==> src/hw/rtl/uer_pkg.sv <==
// Package for the echo ranger: types, constants and the sequencer microcode.
`timescale 1ns / 1ps
package uer_pkg;

	localparam int SAMPLES   = 3;
	localparam int TOTAL_W   = 18;
	localparam int TICKS_W   = 17;
	localparam int DIST_W    = 12;
	localparam int DIV_STEPS = TOTAL_W;
	localparam int CNT_W     = $clog2(DIV_STEPS);

	typedef enum logic [2:0] {
		PH_IDLE,
		PH_PRE,
		PH_TRIG,
		PH_WAIT,
		PH_MEAS,
		PH_GAP
	} phase_t;

	typedef enum logic [1:0] {
		ST_OK,
		ST_BLIND,
		ST_NO_ECHO
	} status_t;

	typedef enum logic [2:0] {
		REG_PRE_LOW,
		REG_TRIGGER,
		REG_TIMEOUT,
		REG_MAX_VALID,
		REG_GAP,
		REG_BLIND,
		REG_US_PER_CM
	} reg_idx_t;

	typedef enum logic [2:0] {
		OP_ACCEPT,
		OP_DIV,
		OP_BLIND,
		OP_SAT,
		OP_EMIT
	} op_t;

	typedef enum logic [2:0] {
		S_ACCEPT,
		S_DIV_AVG,
		S_BLIND,
		S_DIV_DIST,
		S_SAT,
		S_EMIT
	} step_t;

	typedef struct packed {
		op_t   op;
		step_t next;
		step_t jump;
	} ctrl_t;

	// Microcode: next is taken when a step finishes, jump on the step's branch condition.
	function automatic ctrl_t ucode(input step_t s);
		ctrl_t w;
		begin
			case (s)
				S_ACCEPT:   w = '{op: OP_ACCEPT, next: S_DIV_AVG,  jump: S_EMIT};
				S_DIV_AVG:  w = '{op: OP_DIV,    next: S_BLIND,    jump: S_BLIND};
				S_BLIND:    w = '{op: OP_BLIND,  next: S_DIV_DIST, jump: S_EMIT};
				S_DIV_DIST: w = '{op: OP_DIV,    next: S_SAT,      jump: S_SAT};
				S_SAT:      w = '{op: OP_SAT,    next: S_EMIT,     jump: S_EMIT};
				S_EMIT:     w = '{op: OP_EMIT,   next: S_ACCEPT,   jump: S_ACCEPT};
				default:    w = '{op: OP_ACCEPT, next: S_ACCEPT,   jump: S_ACCEPT};
			endcase
			return w;
		end
	endfunction

endpackage

==> src/hw/rtl/ultrasonic_echo_ranger.sv <==
// Ultrasonic echo ranger: per-tick trigger/echo timing and averaged distance result.
`timescale 1ns / 1ps
// One item is one microsecond tick; every item gives exactly one result item. A plain
// tick runs the accept step, then the emit step. The tick that closes a ranging with at
// least one valid echo runs a shared 18-step restoring divider twice, first for the
// average width, then for average / us_per_cm, driven by a six-step microcode program.
// When the average falls in the blind zone or us_per_cm is zero the second division is
// skipped. Items are taken while the last result still waits; the emit step holds only
// until the output register is free, so a stalled output adds its stall cycles to the
// tick. Configuration is written by cfg_we / cfg_index / cfg_wdata; the user must write
// it only while the block is idle, which the block itself does not enforce.
module ultrasonic_echo_ranger
	import uer_pkg::*;
(
	input  logic                clk,
	input  logic                arst_n,
	input  logic                tick_valid,
	output logic                tick_stall,
	input  logic                echo_level,
	input  logic                start_req,
	output logic                res_valid,
	input  logic                res_stall,
	output logic                trigger_level,
	output logic                busy_res,
	output logic                done_res,
	output logic [1:0]          status,
	output logic [DIST_W-1:0]   distance_cm,
	input  logic                cfg_we,
	input  logic [2:0]          cfg_index,
	input  logic [15:0]         cfg_wdata
);

	// configuration
	logic [7:0]  pre_low_q, trigger_q, us_per_cm_q;
	logic [15:0] timeout_q, max_valid_q, gap_q, blind_q;

	// ranging state
	phase_t              phase_q;
	logic [TICKS_W-1:0]  ticks_q;
	logic [1:0]          sample_q;
	logic [TOTAL_W-1:0]  total_q;
	logic [1:0]          count_q;

	// sequencer and datapath
	step_t               step_q, step_next;
	ctrl_t               cw;
	logic [TOTAL_W-1:0]  quo_q;
	logic [7:0]          rem_q, dvs_q;
	logic [CNT_W-1:0]    cnt_q;
	logic                wtrig_q, wbusy_q, wdone_q;
	status_t             wstatus_q;
	logic [DIST_W-1:0]   wdist_q;

	logic                out_valid_q, out_trig_q, out_busy_q, out_done_q;
	status_t             out_status_q;
	logic [DIST_W-1:0]   out_dist_q;

	// tick update
	phase_t              n_ph;
	logic [TICKS_W-1:0]  n_tk, end_w;
	logic [1:0]          n_sn, n_vc, div_vc;
	logic [TOTAL_W-1:0]  n_wt, div_wt;
	logic                used, end_s, t_trig, t_done, t_busy, need_div;
	status_t             t_st;

	logic                accept, out_free, div_last, branch;
	logic [8:0]          trial;
	logic                ge;

	assign cw         = ucode(step_q);
	assign tick_stall = (cw.op != OP_ACCEPT);
	assign accept     = tick_valid && !tick_stall;
	assign out_free   = !out_valid_q || !res_stall;
	assign div_last   = (cnt_q == CNT_W'(DIV_STEPS - 1));
	assign trial      = {rem_q, quo_q[TOTAL_W-1]};
	assign ge         = (trial >= {1'b0, dvs_q});

	always_comb begin
		n_ph     = phase_q;
		n_tk     = ticks_q;
		n_sn     = sample_q;
		n_wt     = total_q;
		n_vc     = count_q;
		div_wt   = total_q;
		div_vc   = count_q;
		used     = 1'b0;
		end_s    = 1'b0;
		end_w    = '0;
		t_trig   = 1'b0;
		t_done   = 1'b0;
		t_st     = ST_OK;
		need_div = 1'b0;

		if (n_ph == PH_IDLE) begin
			if (start_req) begin
				n_ph = PH_PRE;
				n_tk = '0;
				n_sn = '0;
				n_wt = '0;
				n_vc = '0;
			end
			used = 1'b1;
		end
		if (!used && n_ph == PH_GAP) begin
			if (n_tk >= {1'b0, gap_q}) begin
				n_sn = n_sn + 2'd1;
				if (n_sn >= 2'(SAMPLES)) begin
					t_done = 1'b1;
					div_wt = n_wt;
					div_vc = n_vc;
					if (n_vc == 2'd0)
						t_st = ST_NO_ECHO;
					else
						need_div = 1'b1;
					n_ph = PH_IDLE;
					n_tk = '0;
					n_sn = '0;
					n_wt = '0;
					n_vc = '0;
					used = 1'b1;
				end else begin
					n_ph = PH_PRE;
					n_tk = '0;
				end
			end else begin
				n_tk = n_tk + 1'b1;
				used = 1'b1;
			end
		end
		if (!used && n_ph == PH_PRE) begin
			if (n_tk >= {9'd0, pre_low_q}) begin
				n_ph = PH_TRIG;
				n_tk = '0;
			end else begin
				n_tk = n_tk + 1'b1;
				used = 1'b1;
			end
		end
		if (!used && n_ph == PH_TRIG) begin
			if (n_tk >= {9'd0, trigger_q}) begin
				n_ph = PH_WAIT;
				n_tk = '0;
			end else begin
				t_trig = 1'b1;
				n_tk   = n_tk + 1'b1;
				used   = 1'b1;
			end
		end
		if (!used && n_ph == PH_WAIT) begin
			if (echo_level) begin
				n_ph = PH_MEAS;
				n_tk = '0;
			end else begin
				n_tk = n_tk + 1'b1;
				if (n_tk > {1'b0, timeout_q})
					end_s = 1'b1;
				used = 1'b1;
			end
		end
		if (!used && n_ph == PH_MEAS) begin
			if (echo_level) begin
				n_tk = n_tk + 1'b1;
				if (n_tk > {1'b0, timeout_q})
					end_s = 1'b1;
			end else begin
				end_s = 1'b1;
				end_w = n_tk;
			end
			used = 1'b1;
		end
		if (end_s) begin
			if (end_w != '0 && end_w <= {1'b0, max_valid_q}) begin
				n_wt = n_wt + TOTAL_W'(end_w);
				n_vc = n_vc + 2'd1;
			end
			n_ph = PH_GAP;
			n_tk = '0;
		end
		t_busy = (n_ph != PH_IDLE) || t_done;
	end

	// branch condition of the current step
	always_comb begin
		case (cw.op)
			OP_ACCEPT: branch = !need_div;
			OP_BLIND:  branch = (quo_q < {2'b00, blind_q}) || (us_per_cm_q == 8'd0);
			default:   branch = 1'b0;
		endcase
	end

	always_comb begin
		step_next = step_q;
		case (cw.op)
			OP_ACCEPT: if (accept) step_next = branch ? cw.jump : cw.next;
			OP_DIV:    if (div_last) step_next = cw.next;
			OP_BLIND:  step_next = branch ? cw.jump : cw.next;
			OP_SAT:    step_next = cw.next;
			OP_EMIT:   if (out_free) step_next = cw.next;
			default:   step_next = S_ACCEPT;
		endcase
	end

	always_ff @(posedge clk or negedge arst_n) begin
		if (!arst_n) begin
			step_q <= S_ACCEPT;
		end else begin
			step_q <= step_next;
		end
	end

	always_ff @(posedge clk or negedge arst_n) begin
		if (!arst_n) begin
			pre_low_q   <= 8'd5;
			trigger_q   <= 8'd10;
			timeout_q   <= 16'd38000;
			max_valid_q <= 16'd23200;
			gap_q       <= 16'd15000;
			blind_q     <= 16'd116;
			us_per_cm_q <= 8'd58;
		end else if (cfg_we) begin
			case (reg_idx_t'(cfg_index))
				REG_PRE_LOW:   pre_low_q   <= cfg_wdata[7:0];
				REG_TRIGGER:   trigger_q   <= cfg_wdata[7:0];
				REG_TIMEOUT:   timeout_q   <= cfg_wdata;
				REG_MAX_VALID: max_valid_q <= cfg_wdata;
				REG_GAP:       gap_q       <= cfg_wdata;
				REG_BLIND:     blind_q     <= cfg_wdata;
				REG_US_PER_CM: us_per_cm_q <= cfg_wdata[7:0];
				default: ;
			endcase
		end
	end

	always_ff @(posedge clk or negedge arst_n) begin
		if (!arst_n) begin
			phase_q  <= PH_IDLE;
			ticks_q  <= '0;
			sample_q <= '0;
			total_q  <= '0;
			count_q  <= '0;
		end else if (accept) begin
			phase_q  <= n_ph;
			ticks_q  <= n_tk;
			sample_q <= n_sn;
			total_q  <= n_wt;
			count_q  <= n_vc;
		end
	end

	// working result and shared divider
	always_ff @(posedge clk or negedge arst_n) begin
		if (!arst_n) begin
			cnt_q <= '0;
		end else begin
			case (cw.op)
				OP_DIV:  cnt_q <= div_last ? '0 : cnt_q + 1'b1;
				default: cnt_q <= '0;
			endcase
		end
	end

	always_ff @(posedge clk) begin
		case (cw.op)
			OP_ACCEPT: begin
				if (accept) begin
					wtrig_q   <= t_trig;
					wbusy_q   <= t_busy;
					wdone_q   <= t_done;
					wstatus_q <= t_st;
					wdist_q   <= '0;
					quo_q     <= div_wt;
					rem_q     <= '0;
					dvs_q     <= {6'd0, div_vc};
				end
			end
			OP_DIV: begin
				quo_q <= {quo_q[TOTAL_W-2:0], ge};
				rem_q <= ge ? 8'(trial - {1'b0, dvs_q}) : trial[7:0];
			end
			OP_BLIND: begin
				if (quo_q < {2'b00, blind_q}) begin
					wstatus_q <= ST_BLIND;
				end else if (us_per_cm_q == 8'd0) begin
					wdist_q <= '1;
				end
				rem_q <= '0;
				dvs_q <= us_per_cm_q;
			end
			OP_SAT: begin
				wdist_q <= (|quo_q[TOTAL_W-1:DIST_W]) ? '1 : quo_q[DIST_W-1:0];
			end
			default: ;
		endcase
	end

	// output register
	always_ff @(posedge clk or negedge arst_n) begin
		if (!arst_n) begin
			out_valid_q <= 1'b0;
		end else if (cw.op == OP_EMIT && out_free) begin
			out_valid_q <= 1'b1;
		end else if (!res_stall) begin
			out_valid_q <= 1'b0;
		end
	end

	always_ff @(posedge clk) begin
		if (cw.op == OP_EMIT && out_free) begin
			out_trig_q   <= wtrig_q;
			out_busy_q   <= wbusy_q;
			out_done_q   <= wdone_q;
			out_status_q <= wstatus_q;
			out_dist_q   <= wdist_q;
		end
	end

	assign res_valid     = out_valid_q;
	assign trigger_level = out_trig_q;
	assign busy_res      = out_busy_q;
	assign done_res      = out_done_q;
	assign status        = out_status_q;
	assign distance_cm   = out_dist_q;

endmodule

==> config.mk <==
export PLATFORM = sky130hd
export DESIGN_NAME = ultrasonic_echo_ranger
export DESIGN_NICKNAME = d
export VERILOG_FILES = /design/src/hw/rtl/uer_pkg.sv /design/src/hw/rtl/ultrasonic_echo_ranger.sv
export SDC_FILE = /design/constraint.sdc
export NUM_CORES = 1
export LEC_CHECK = 0
export ABC_AREA = 1
export BUFFER_PORTS_ARGS = -buffer_cell sky130_fd_sc_hd__buf_4
export CORE_ASPECT_RATIO = 2
export CORE_MARGIN = 2
export CORE_UTILIZATION = 30
export CTS_CLUSTER_DIAMETER = 200
export DETAILED_ROUTE_END_ITERATION = 8
export HOLD_SLACK_MARGIN = 0.15
export PLACE_DENSITY = 0.45
export SLEW_MARGIN = 10
export SYNTH_ARGS = -nofsm -noshare
export SYNTH_HDL_FRONTEND = slang
export SYNTH_SLANG_ARGS = --single-unit
==> constraint.sdc <==
create_clock -name clk -period 12.1 [get_ports clk]
set_input_delay 2.42 -clock clk [delete_from_list [all_inputs] [get_ports clk]]
set_output_delay 2.42 -clock clk [all_outputs]
set_load 0.01 [all_outputs]
-- Word-level counts from Yosys, hierarchy flattened
Index checks and enable logic that the tools add are counted.
- bits in registers: 207
- bits in latches: 0
- bits in writable memories: 0
- memory bits (read-only): 0
- bits of input ports: 26
- output and inout bits: 19
- word-level logic and storage cells: 229
- memories: 0
- add/sub/neg operators: 10
- multiply operators: 0
- divide/modulo/power cells: 0
- $lt $le $gt $ge: 9
- eq/ne operators: 28
- shifts and indexed selects: 0
- mux-type cells: 106
- bitwise logic cells: 0
- reductions and logical operators: 48
- operator list (cell ; number):
    $mux 17 ; 15
    $mux 18 ; 11
    $add 17x1->17 const B ; 5
    $pmux 9 s6 ; 1
    $mux 12 ; 4
    $mux 3 ; 15
    $mux 2 ; 21
    $pmux 12 s3 ; 1
    $pmux 18 s2 ; 1
    $ge 17x8->1 ; 2
    $gt 17x16->1 ; 2
    $mux 1 ; 27
    $eq 3x2->1 const B ; 8
    $eq 3x3->1 const B ; 8
    $mux 8 ; 3
    $pmux 8 s3 ; 1
    $reduce_and 2->1 ; 11
    $add 18x17->18 ; 1
    $lt 18x16->1 ; 1
    $ge 17x16->1 ; 1
    $le 17x16->1 ; 1
    $reduce_bool 17->1 ; 1
    $pmux 8 s2 ; 1
    $pmux 3 s5 ; 1
    other kinds (23) ; 58

-- Longest topological paths before layout
- depth in word-level cells: 24
- mapped depth: 79
- depth with buffers taken out: 73

-- Least setup slack after synthesis
Ideal clock, no wire load.
- kind: in2reg
- from: input port start_req
- to: register total_q[16]
- setup time: 0.066 ns
- data arrival time: 10.963 ns
- required time: 12.034 ns
- path slack: 1.072 ns
- cell stages on the path: 68
- path buffers: 6
- cells stage by stage: nand3_2 -> buf_6 -> buf_6 -> buf_6 -> buf_6 -> nand2_1 -> inv_1 -> ha_1 -> nand2_1 -> nor3_1 -> nand2_1 -> nand3_1 -> nand2_1 -> nand2_2 -> nand2_4 -> buf_4 -> buf_2 -> and2_1 -> (+32 left out) -> a21o_1 -> a21oi_1 -> o21bai_1 -> a21oi_1 -> inv_1 -> a21oi_1 -> o21ai_0 -> a21oi_1 -> o21bai_1 -> a21oi_1 -> o21ai_0 -> xor2_1 -> nand3_1 -> nand2_1 -> nand3_1 -> nand2_1 -> nand2_1 -> nand2_1
- longest elaborated chain between the ends: 23
- RTL lines (item ; line ; text):
    from (decl) ; ultrasonic_echo_ranger.sv:20 ; input logic start_req,
    parallel branches: the longest is 22 deep, another holds $add 17x1->17 ; n/a ;
    $mux 18 * ; ultrasonic_echo_ranger.sv:171 ; if (end_s) begin
    to (signal assigned) ; ultrasonic_echo_ranger.sv:245 ; total_q <= n_wt;
    to (decl) ; ultrasonic_echo_ranger.sv:41 ; logic [TOTAL_W-1:0] total_q;
Every way passes the cells marked *.
A chain may end at the register's enable or synchronous reset.

-- Worst setup path after layout
- from: input port start_req
- to: register total_q[4]
Same word-level chain as after synthesis.

==> results.py <==
metrics = {
    "global_route": {
        "grt_pass1_vias": 14300,
        "grt_usage": 0.212,
        "grt_pass1_wl_mm": 84.2,
        "grt_max_degree": 90,
        "antenna_found_initial": 1,
        "use_met3": 0.0150,
        "grt.met2_usage": 0.442,
        "use_met1": 0.187,
        "busiest_layer": "met2",
        "overflow": 0,
    },
    "placement": {
        "placed_cell_area_um2": 16700,
        "port_buffers": 44,
        "pre_cts_ws_ns": -0.0846,
        "dp_hpwl_mm": 45.2,
        "routabilityCongestion": 0.948,
    },
    "clocking": {
        "cts_hold_buffers": 0,
        "clk_pin_slew_worst_paths_ns": 0.06,
        "worstSkewPairLatency_ns": 0.58,
        "cts_buffer_depth": 3,
        "clock-root-buffer": "clkbuf_16",
        "cts_buffers": 22,
        "tritoncts": "yes",
        "cts_sinks": 207,
        "htreeDepth": 1,
    },
    "floorplan": {
        "core_region_area_um2": 50900,
        "fp.dieW_um": 164,
        "die_h_um": 325,
        "start_util": 0.303,
        "io_pins": 45,
        "die_area_um2": 53400,
        "rows": 117,
    },
    "worst_setup_path": {
        "worstPathMaxFanout": 14,
        "cp_data_required_time_ns": 12.53,
        "cp_slowest_cell": "nor3_2",
        "crit_type": "input port to flop",
        "crit_path_max_incr_delay_ns": 0.31,
        "crit_family": "simple AND/OR/NAND/NOR gates",
        "crit_path_start_kind": "input port",
        "arrival_ns": 11.61,
        "crit_top_cell": "nand2_1",
        "end_kind": "flop",
        "crit_buf_inv": 9,
    },
    "synth": {
        "netlist_top_cells_area": "dfrtp_1 17%, nand2_1 15%, edfxtp_1 13%",
        "ys_top_cells_by_count": "626 x nand2_1, 329 x inv_1, 168 x nand3_1",
        "synth_cell_types": 56,
        "synth.most_common_cell": "nand2_1",
        "synth_edf_count": 68,
        "avgSynthCellArea_um2": 7.24,
        "yosys_warnings": 0,
        "ys_seq_area_frac": 0.360,
        "synth_top_area_frac": 0.175,
        "ys.flop_type": "dfrtp_1",
        "syn_nets": 2290,
        "async_reset_ff_frac": 0.671,
        "ys_seq_elements": 207,
        "synth.largest_area_cell": "dfrtp_1",
        "synthesis.area_um2": 15400,
        "synthCells": 2134,
    },
    "timing": {
        "fin_skew_ns": 0.0372,
        "report.final.slew_viol_count": 0,
        "period_share": 0.923,
        "holdWs_ns": 0.419,
        "finalSetupViolCount": 0,
        "tns_ns": 0,
        "relSlewSlack": 0.213,
        "finalWorstSetupSlack_ns": 0.926,
        "fin_crit_ns": 11.17,
        "worst_pin_slew_ns": 1.18,
        "hold_viol": 0,
        "fmax_mhz": 89.5,
    },
    "status": {
        "outcome": "complete, no violations",
    },
    "drt": {
        "dr.pass1.iters": 5,
        "finalWirelength_mm": 56.0,
        "drc": 0,
        "vias_per_cell": 4.88,
        "ant_nets": 0,
        "wire_per_inst_um": 19.5,
        "drtIter0Drc": 849,
        "vias": 14000,
    },
    "cells_and_area": {
        "seq_area_um2": 5560,
        "stdcell_area_um2": 17500,
        "fin_nets": 2350,
        "layout-drive-gt1-share": 0.113,
        "antennaDiodeCount": 0,
        "nFillCells": 5532,
        "area_growth_pct": 13.0,
        "multi_input_area_um2": 8320,
    },
    "power_and_ir_drop": {
        "powerDensity_nw_per_um2": 244,
        "max-vdd-ir-drop_v": 0.000124,
        "p_leak_uw": 0.00915,
    },
    "min_path": {
        "hold_class": "flop to flop",
    },
    "flow_run": {
        "drv_cap": 0,
    },
}
layer usage:
metal,part of all wire,vias up
li1,-,7004
met1,0.32,6581
met2,0.59,279
met3,0.023,125
met4,0.070,0
met5,0,-
stage by stage:
| stage | util | instances | total power [uW] |
|---|---|---|---|
| after floorplan | - | 2134 | 2690 |
| after global placement | 0.328 | 2823 | 3550 |
| after detailed placement | 0.328 | 2823 | 3580 |
| after CTS | 0.342 | 2863 | 4290 |
| after global routing | 0.343 | 2864 | 4610 |
| final | 0.343 | 2864 | 4250 |
power breakdown:
group          leakage (uW)  switching, uW  internal, uW
Clock              0.000332            318           373
Sequential          0.00239            126          1000
Combinational       0.00643           1660           780
path summary, 6_finish.rpt:
check                      cells past startpoint  slack (ns)                    from                          end
max in group asynchronous                      2        8.77                  arst_n  max_valid_q[10]$_DFFE_PN0P_
hold / removal                                 0        0.42    wdist_q[0]$_DFFE_PP_     distance_cm[0]$_DFFE_PP_
setup / recovery                              65        0.93               start_req       total_q[4]$_DFFE_PN0P_
setup reg to reg                              65        2.07  phase_q[0]$_DFFE_PN0P_       total_q[4]$_DFFE_PN0P_
hold reg to reg                                0        0.42    wdist_q[0]$_DFFE_PP_     distance_cm[0]$_DFFE_PP_
min in group asynchronous                      1        1.90                  arst_n       ticks_q[6]$_DFFE_PN0P_
state kept, by name, indices dropped and copies added (netlist names), 8 cells and up:
signal	flops
blind_q	16
distance_cm	12
dvs_q	8
gap_q	16
max_valid_q	16
pre_low_q	8
quo_q	18
rem_q	8
ticks_q	17
timeout_q	16
total_q	18
trigger_q	8
us_per_cm_q	8
wdist_q	12
cells by family (layout without fill, tap and decap cells):
logic type / after synthesis / count (layout) / share of synthesized area
simple gates: 1055 / 1056 / 0.297
flops: 207 / 207 / 0.360
compound gates: 296 / 296 / 0.108
mux: 2 / 2 / 0.00130
buf+inv: 404 / 479 / 0.104
xor+xnor: 40 / 40 / 0.0227
fa+ha+maj: 130 / 130 / 0.106
final cells by class:
type	count	area share
clock inverter	9	0.00581
clock buffer	31	0.0345
timing repair buffer	99	0.0442
inverter	340	0.0731
multi-input combinational	1524	0.477
sequential	207	0.319
tap	654	0.0469
cell usage in the layout (no fill, tap or decap), types with 34 or more instances in the layout:
cell type  netlist  final
nand2_1        626    626
inv_1          329    329
nand3_1        168    168
o21ai_0        160    159
nor2_1         133    133
ha_1           128    128
dfrtp_1        108    108
buf_4            2     96
edfxtp_1        68     68
a21oi_1         65     65
nand4_1         35     35
xor2_1          35     34
repair_timing:
action,in CTS,in global routing
gates resized for setup,0,6
setup buffers,0,0
endpoints found under the setup margin,0,40
Power figures use the tool's default switching activity.
